**config.mk**
```make
export PLATFORM = sky130hd
export DESIGN_NAME = api_frame_receiver_checksum_unit
export DESIGN_NICKNAME = d
export VERILOG_FILES = /design/src/sv/apifr_pkg.sv /design/src/sv/apifr_parser.sv /design/src/sv/apifr_out_reg.sv /design/src/sv/api_frame_receiver_checksum_unit.sv
export SDC_FILE = /design/constraint.sdc
export NUM_CORES = 1
export LEC_CHECK = 0
export ABC_AREA = 1
export BUFFER_PORTS_ARGS = -buffer_cell sky130_fd_sc_hd__buf_4
export CAP_MARGIN = 20
export CORE_ASPECT_RATIO = 0.8
export CORE_MARGIN = 1.5
export CORE_UTILIZATION = 54
export DETAILED_ROUTE_END_ITERATION = 16
export PLACE_DENSITY = 0.77
export SLEW_MARGIN = 30
export SYNTH_ARGS = -nofsm -noshare
export SYNTH_HDL_FRONTEND = slang
export SYNTH_SLANG_ARGS = --single-unit
```
**constraint.sdc**
```tcl
create_clock -name clk -period 2.9 [get_ports clk]
set_clock_uncertainty 0.2 [all_clocks]
set_input_delay 0.145 -clock clk [delete_from_list [all_inputs] [get_ports clk]]
set_output_delay 0.145 -clock clk [all_outputs]
set_load 0.005 [all_outputs]
```
**src/sv/apifr_pkg.sv**
```systemverilog
`timescale 1ns / 1ps
`default_nettype none

package apifr_pkg;

  localparam int unsigned BYTE_W  = 8;
  localparam int unsigned TOTAL_W = 17;
  localparam int unsigned CFG_W   = 17;
  localparam int unsigned ADDR_W  = 2;

  localparam logic [TOTAL_W-1:0] API_ID_OFFSET = TOTAL_W'(3);
  localparam logic [TOTAL_W-1:0] HDR_EXTRA     = TOTAL_W'(4);
  localparam logic [BYTE_W-1:0]  SUM_INIT      = 8'hFF;

  localparam logic [BYTE_W-1:0]  START_RST = 8'h7E;
  localparam logic [TOTAL_W-1:0] MIN_RST   = TOTAL_W'(5);
  localparam logic [TOTAL_W-1:0] MAX_RST   = TOTAL_W'(128);

  typedef enum logic [ADDR_W-1:0] {
    CFG_START_BYTE = 2'd0,
    CFG_MIN_TOTAL  = 2'd1,
    CFG_MAX_TOTAL  = 2'd2
  } cfg_idx_t;

  typedef enum logic [1:0] {
    ST_NONE    = 2'd0,
    ST_LEN_ERR = 2'd1,
    ST_GOOD    = 2'd2
  } status_t;

  typedef struct packed {
    logic [BYTE_W-1:0]  start_byte;
    logic [TOTAL_W-1:0] min_total;
    logic [TOTAL_W-1:0] max_total;
  } cfg_t;

  typedef struct packed {
    status_t            status;
    logic               stored;
    logic [TOTAL_W-1:0] position;
    logic [TOTAL_W-1:0] frame_length;
    logic [BYTE_W-1:0]  api_id;
  } result_t;

endpackage

`default_nettype wire

```
**src/sv/apifr_parser.sv**
```systemverilog
`timescale 1ns / 1ps
`default_nettype none

module apifr_parser (
  input  wire                    clk,
  input  wire                    rst_n,
  input  wire                    take,
  input  wire  [7:0]             byte_in,
  input  apifr_pkg::cfg_t        cfg,
  output apifr_pkg::result_t     res
);
  import apifr_pkg::*;

  logic [TOTAL_W-1:0] count_r, count_nxt;
  logic [TOTAL_W-1:0] expected_r, expected_nxt;
  logic [BYTE_W-1:0]  len_hi_r, len_hi_nxt;
  logic [BYTE_W-1:0]  sum_r, sum_nxt;
  logic [BYTE_W-1:0]  api_r, api_nxt;
  logic [TOTAL_W-1:0] count_inc;
  logic [TOTAL_W-1:0] total_calc;

  assign count_inc  = count_r + TOTAL_W'(1);
  assign total_calc = TOTAL_W'({len_hi_r, byte_in}) + HDR_EXTRA;

  always_comb begin
    count_nxt    = count_r;
    expected_nxt = expected_r;
    len_hi_nxt   = len_hi_r;
    sum_nxt      = sum_r;
    api_nxt      = api_r;
    res          = '{status: ST_NONE, stored: 1'b0, position: '0,
                     frame_length: '0, api_id: '0};
    if (count_r == TOTAL_W'(0)) begin
      if (byte_in == cfg.start_byte) begin
        res.stored = 1'b1;
        count_nxt  = TOTAL_W'(1);
        sum_nxt    = '0;
      end
    end else if (count_r == TOTAL_W'(1)) begin
      res.stored   = 1'b1;
      res.position = count_r;
      len_hi_nxt   = byte_in;
      count_nxt    = TOTAL_W'(2);
    end else if (count_r == TOTAL_W'(2)) begin
      res.stored   = 1'b1;
      res.position = count_r;
      expected_nxt = total_calc;
      if (total_calc < cfg.min_total || total_calc > cfg.max_total) begin
        res.status = ST_LEN_ERR;
        count_nxt  = '0;
      end else begin
        count_nxt  = TOTAL_W'(3);
      end
    end else begin
      res.stored   = 1'b1;
      res.position = count_r;
      if (count_r == API_ID_OFFSET) begin
        api_nxt = byte_in;
      end
      if (count_inc < expected_r) begin
        count_nxt = count_inc;
        sum_nxt   = sum_r + byte_in;
      end else begin
        // last word carries the checksum
        if (SUM_INIT - sum_r == byte_in) begin
          res.status       = ST_GOOD;
          res.frame_length = count_inc;
          res.api_id       = api_nxt;
        end
        count_nxt = '0;
      end
    end
  end

  always_ff @(posedge clk) begin
    if (!rst_n) begin
      count_r    <= '0;
      expected_r <= '0;
      len_hi_r   <= '0;
      sum_r      <= '0;
      api_r      <= '0;
    end else if (take) begin
      count_r    <= count_nxt;
      expected_r <= expected_nxt;
      len_hi_r   <= len_hi_nxt;
      sum_r      <= sum_nxt;
      api_r      <= api_nxt;
    end
  end

endmodule

`default_nettype wire

```
**src/sv/apifr_out_reg.sv**
```systemverilog
`timescale 1ns / 1ps
`default_nettype none

module apifr_out_reg (
  input  wire                    clk,
  input  wire                    rst_n,
  input  wire                    load,
  input  apifr_pkg::result_t     res_in,
  input  wire                    out_ready,
  output logic                   out_valid,
  output logic                   can_load,
  output apifr_pkg::result_t     res_out
);
  import apifr_pkg::*;

  logic    valid_r;
  result_t data_r;

  assign can_load  = !valid_r || out_ready;
  assign out_valid = valid_r;
  assign res_out   = data_r;

  always_ff @(posedge clk) begin
    if (!rst_n) begin
      valid_r <= 1'b0;
    end else if (load) begin
      valid_r <= 1'b1;
    end else if (out_ready) begin
      valid_r <= 1'b0;
    end
  end

  always_ff @(posedge clk) begin
    if (load) begin
      data_r <= res_in;
    end
  end

endmodule

`default_nettype wire

```
**src/sv/api_frame_receiver_checksum_unit.sv**
```systemverilog
// Frame receiver with length check and 8-bit checksum.
// Input channel: one received word per transfer on in_byte_in (valid/ready).
// Output channel: exactly one result word per input word (valid/ready):
//   out_status (0 none or bad checksum, 1 length error, 2 good frame),
//   out_stored/out_position tell where the word sits in the frame so an
//   external buffer can hold it; out_frame_length and out_api_id are set
//   with a good frame only.
// Latency: a result is valid the cycle after its input word is taken.
// Throughput: one word per cycle unless stalled; the per-word parse is a
// single stage between the frame state registers and the result register.
// When the receiver stalls, the result register holds its word and the
// input is still taken in the same cycle the pending result is taken.
// Reset (synchronous, rst_n low): hunting for the start word, result
// register empty, registers back to start 0x7E, min total 5, max total 128.
// cfg_we writes a register at the edge; write only while idle.
`timescale 1ns / 1ps
`default_nettype none

module api_frame_receiver_checksum_unit (
  input  wire                          clk,
  input  wire                          rst_n,
  input  wire                          in_valid,
  output logic                         in_ready,
  input  wire  [7:0]                   in_byte_in,
  output logic                         out_valid,
  input  wire                          out_ready,
  output logic [1:0]                   out_status,
  output logic                         out_stored,
  output logic [16:0]                  out_position,
  output logic [16:0]                  out_frame_length,
  output logic [7:0]                   out_api_id,
  input  wire                          cfg_we,
  input  wire  [apifr_pkg::ADDR_W-1:0] cfg_addr,
  input  wire  [apifr_pkg::CFG_W-1:0]  cfg_wdata
);
  import apifr_pkg::*;

  cfg_t    cfg_r;
  result_t res_calc;
  result_t res_q;
  logic    take;

  assign take = in_valid && in_ready;

  always_ff @(posedge clk) begin
    if (!rst_n) begin
      cfg_r.start_byte <= START_RST;
      cfg_r.min_total  <= MIN_RST;
      cfg_r.max_total  <= MAX_RST;
    end else if (cfg_we) begin
      case (cfg_addr)
        CFG_START_BYTE: cfg_r.start_byte <= cfg_wdata[BYTE_W-1:0];
        CFG_MIN_TOTAL:  cfg_r.min_total  <= cfg_wdata[TOTAL_W-1:0];
        CFG_MAX_TOTAL:  cfg_r.max_total  <= cfg_wdata[TOTAL_W-1:0];
        default: ;
      endcase
    end
  end

  apifr_parser u_parser (
    .clk     (clk),
    .rst_n   (rst_n),
    .take    (take),
    .byte_in (in_byte_in),
    .cfg     (cfg_r),
    .res     (res_calc)
  );

  apifr_out_reg u_out (
    .clk       (clk),
    .rst_n     (rst_n),
    .load      (take),
    .res_in    (res_calc),
    .out_ready (out_ready),
    .out_valid (out_valid),
    .can_load  (in_ready),
    .res_out   (res_q)
  );

  assign out_status       = res_q.status;
  assign out_stored       = res_q.stored;
  assign out_position     = res_q.position;
  assign out_frame_length = res_q.frame_length;
  assign out_api_id       = res_q.api_id;

`ifndef SYNTH
  a_result_follows: assert property (@(posedge clk) disable iff (!rst_n)
    take |=> out_valid)
    else $error("no result after accepted word");

  a_good_len: assert property (@(posedge clk) disable iff (!rst_n)
    (out_valid && out_status == ST_GOOD) |->
      (out_stored && out_frame_length == out_position + 17'd1))
    else $error("good frame length does not match position");

  a_len_err_pos: assert property (@(posedge clk) disable iff (!rst_n)
    (out_valid && out_status == ST_LEN_ERR) |->
      (out_stored && out_position == 17'd2))
    else $error("length error not at low length word");

  a_unstored: assert property (@(posedge clk) disable iff (!rst_n)
    (out_valid && !out_stored) |->
      (out_position == 17'd0 && out_status == ST_NONE))
    else $error("unstored word carries frame data");
`endif

endmodule

`default_nettype wire
```
==> reports/qor.txt <==
Die Span Y -> 112 µm
Largest cells by area after synthesis -> dfxtp_1 25%, edfxtp_1 17%, ha_1 9.6%, nand2_1 8.9%, inv_1 6.7%
CTS Buf Count -> 17
Wire per inst -> 18.3 µm
Net Sw Frac -> 24.3%
Max Clock Freq -> 0.310 GHz
Die X -> 139 µm
Starting Density -> 55.4%
Pwr dens -> 422 nW/µm²
CP Capture Type -> flip-flop
Setup ws final -> -0.324 ns
H-Tree Depth -> 4
Largest net degree at the start of global routing -> 71
Top-count cell post-synth -> nand2_1
Synth cell types -> 45
Mapped Area -> 7950 µm²
Crit share post-route -> 111%
Grt total ovfl -> 0
CTS tree -> done
Area leader, netlist -> dfxtp_1
First-pass GRT wire length -> 34.2 mm
Leak -> 5.05 nW
Post-Layout Inst Area -> 11,200 µm²
Residual DRC -> 0
Overall Global Routing Usage -> 27.8%
Clock Pin Slew Worst Setup and Hold Paths -> 0.07 ns
Clock share of power -> 44.5%
Min Tclk post-route -> 3.22 ns
Worst-path fanout max -> 8
Design Power -> 4.73 mW
Post-DP Area -> 9160 µm²
Syn nets -> 1,090
# rows -> 39
Die area -> 15,500 µm²
Cells after synthesis -> 996
Nets -> 1,286
Post-DP HPWL -> 14.1 mm
Worst R2R Setup Slack -> -0.32 ns
DR pass1 iterations -> 10
CP arrival -> 3.38 ns
Failing checks -> setup timing
FF+latch count, synth -> 146
ANT nets after route -> 0
Register area share after synthesis -> 42.4%
Max_cap viols -> 0
Synth warn -> 0
Core box area -> 14,300 µm²
Top cells by count, synth -> 188 x nand2_1, 141 x inv_1, 101 x a21oi_1, 101 x dfxtp_1, 95 x nor2_1
Worst-Margin Slew -> 0.920 ns
Status -> finished with violations
Root Driver -> clkbuf_16
Worst hold margin -> 0.0371 ns
Seq pwr share -> 46.0%
P&R area growth vs syn -> 40.7%
Via count -> 7,875
DR vias/cell -> 5.67
Final wirelength -> 25.4 mm
Hold WC Path Type -> in2reg
Clock latency on the worst-skew pair -> 0.44 ns
Yosys top cell area share -> 25.4%
Req. time, crit path -> 3.06 ns
P_sw -> 1.15 mW
Comb pwr share -> 9.5%
Async SR Flop Fraction -> 0%
Placer Congestion -> 0.933
Longest Clk Path Bufs -> 2
DRT iter0 DRCs -> 1,019
Diodes inserted -> 0
Layout cells sized above 1 -> 33.8%
Post-synth EDFFs -> 45
Mean post-synth cell area -> 7.98 µm²
Unrepaired setup endpoints after global routing -> true
Worst slew margin -> 38.6%
Worst VDD drop -> 0.424 mV
Int Power -> 3.58 mW
Final setup viols -> 51
Fin. Hold Viols -> 0
Clock Sink Count -> 146
Vias in the first global route -> 7,124
Pins Over Slew Limit -> 0
Critical path launch point type -> flip-flop
Post-synth top flop -> dfxtp_1
I/O pin total -> 79
Antenna violations before repair -> 0
Setup CP Type -> reg2reg
I/O Buffers -> 78
## routing by layer
layer	track usage (%)	up-vias	routed length, µm
met4	10.1	0	1040
li1	-	3618	-
met2	45.7	504	12100
met3	6.54	127	2250
met1	36.1	3626	9960
met5	0	-	0
## flip-flops by register name (all words and copies together), names as in the netlist
register and flops:
u_parser.api_r 8, cfg_r 42, u_parser.count_r 17, u_parser.len_hi_r 8, u_parser.expected_r 17, u_out.res_out 45, u_out.out_valid 1, u_parser.sum_r 8
## per-stage QoR
stage	worst slack [ns]	TNS (ns)	utilization, %	instances
global route	-0.383	-15.11	78.0	1389
floorplan	0.00291	0	-	996
finish	-0.324	-12.27	78.0	1389
detailed placement	-0.226	-6.60	63.8	1298
global placement	-0.101	-2.83	63.8	1298
CTS	-0.0164	-0.0703	71.8	1374
## cell families after synthesis
logic type	share of synthesized area [%]
AO/OA/AOI/OAI	13.1
XOR/XNOR	3.19
adder cells (fa/ha/maj)	9.85
buffers and inverters	10.2
flip-flops	42.4
AND/OR/NAND/NOR	21.3
## layout by cell type, fill, tap and decap left out, types with 7 or more instances in the layout
cell / instances
a21oi_1: 80
a21oi_2: 21
buf_4: 170
buf_6: 9
clkbuf_16: 20
dfxtp_1: 89
dfxtp_4: 9
dlygate4sd3_1: 38
edfxtp_1: 45
ha_1: 53
ha_4: 8
inv_1: 127
inv_2: 15
nand2_1: 150
nand2_2: 20
nand2_4: 23
nand3_1: 22
nand3_2: 9
nand4_1: 15
nor2_1: 61
nor2_2: 18
nor2_4: 24
nor3_2: 7
o21ai_0: 73
xor2_1: 16
## what timing repair did
item                                    in CTS  in global routing
cloned                                       2                  2
setup buffers                                4                 13
hold buffers                                38                  0
endpoints found under the hold margin       52                  0
endpoints found under the setup margin      50                 52
pin swaps                                   11                 70
gates resized for setup                     42                195
## critical path, stage by stage (launching register included)
cell	delay [ns]
dfxtp_4	0.39
inv_4	0.05
nor3_4	0.23
nand3_2	0.17
nor3_2	0.22
xor2_1	0.22
inv_1	0.15
ha_4	0.19
nand2_1	0.07
nand2_1	0.06
nand2_1	0.06
nand2_1	0.06
nand2_1	0.07
nand2_2	0.07
nor2_4	0.14
nand2_4	0.11
nor2_8	0.22
clkbuf_16	0.22
nand2_4	0.06
a21oi_2	0.17
## area by class of cell
class / instances / area (µm²)
fill: 849 / 3160
timing repair buffer: 221 / 1850
clock inverter: 8 / 50.0
inverter: 148 / 568
multi-input combinational: 658 / 4570
sequential: 146 / 3410
tap: 184 / 230
clock buffer: 24 / 513
## power by group through the flow
| stage | clock, mW | sequential, mW | combinational (mW) |
|---|---|---|---|
| 2_1_floorplan | 0 | 2.23 | 0.211 |
| 3_3_place_gp | 0 | 2.22 | 0.369 |
| 3_5_place_dp | 0 | 2.23 | 0.378 |
| 4_1_cts | 2.09 | 2.18 | 0.421 |
| 5_1_grt | 2.20 | 2.18 | 0.492 |
| 6_report | 2.11 | 2.17 | 0.447 |
## final timing paths
check / cells after the start / to / start
min: 2 / cfg_r[36] / rst_n
max: 19 / u_parser.count_r[6] / u_parser.count_r[1]
min reg2reg: 2 / cfg_r[3] / cfg_r[3]
max reg2reg: 19 / u_parser.count_r[6] / u_parser.count_r[1]
No activity file was read; power rests on OpenSTA's default activity.
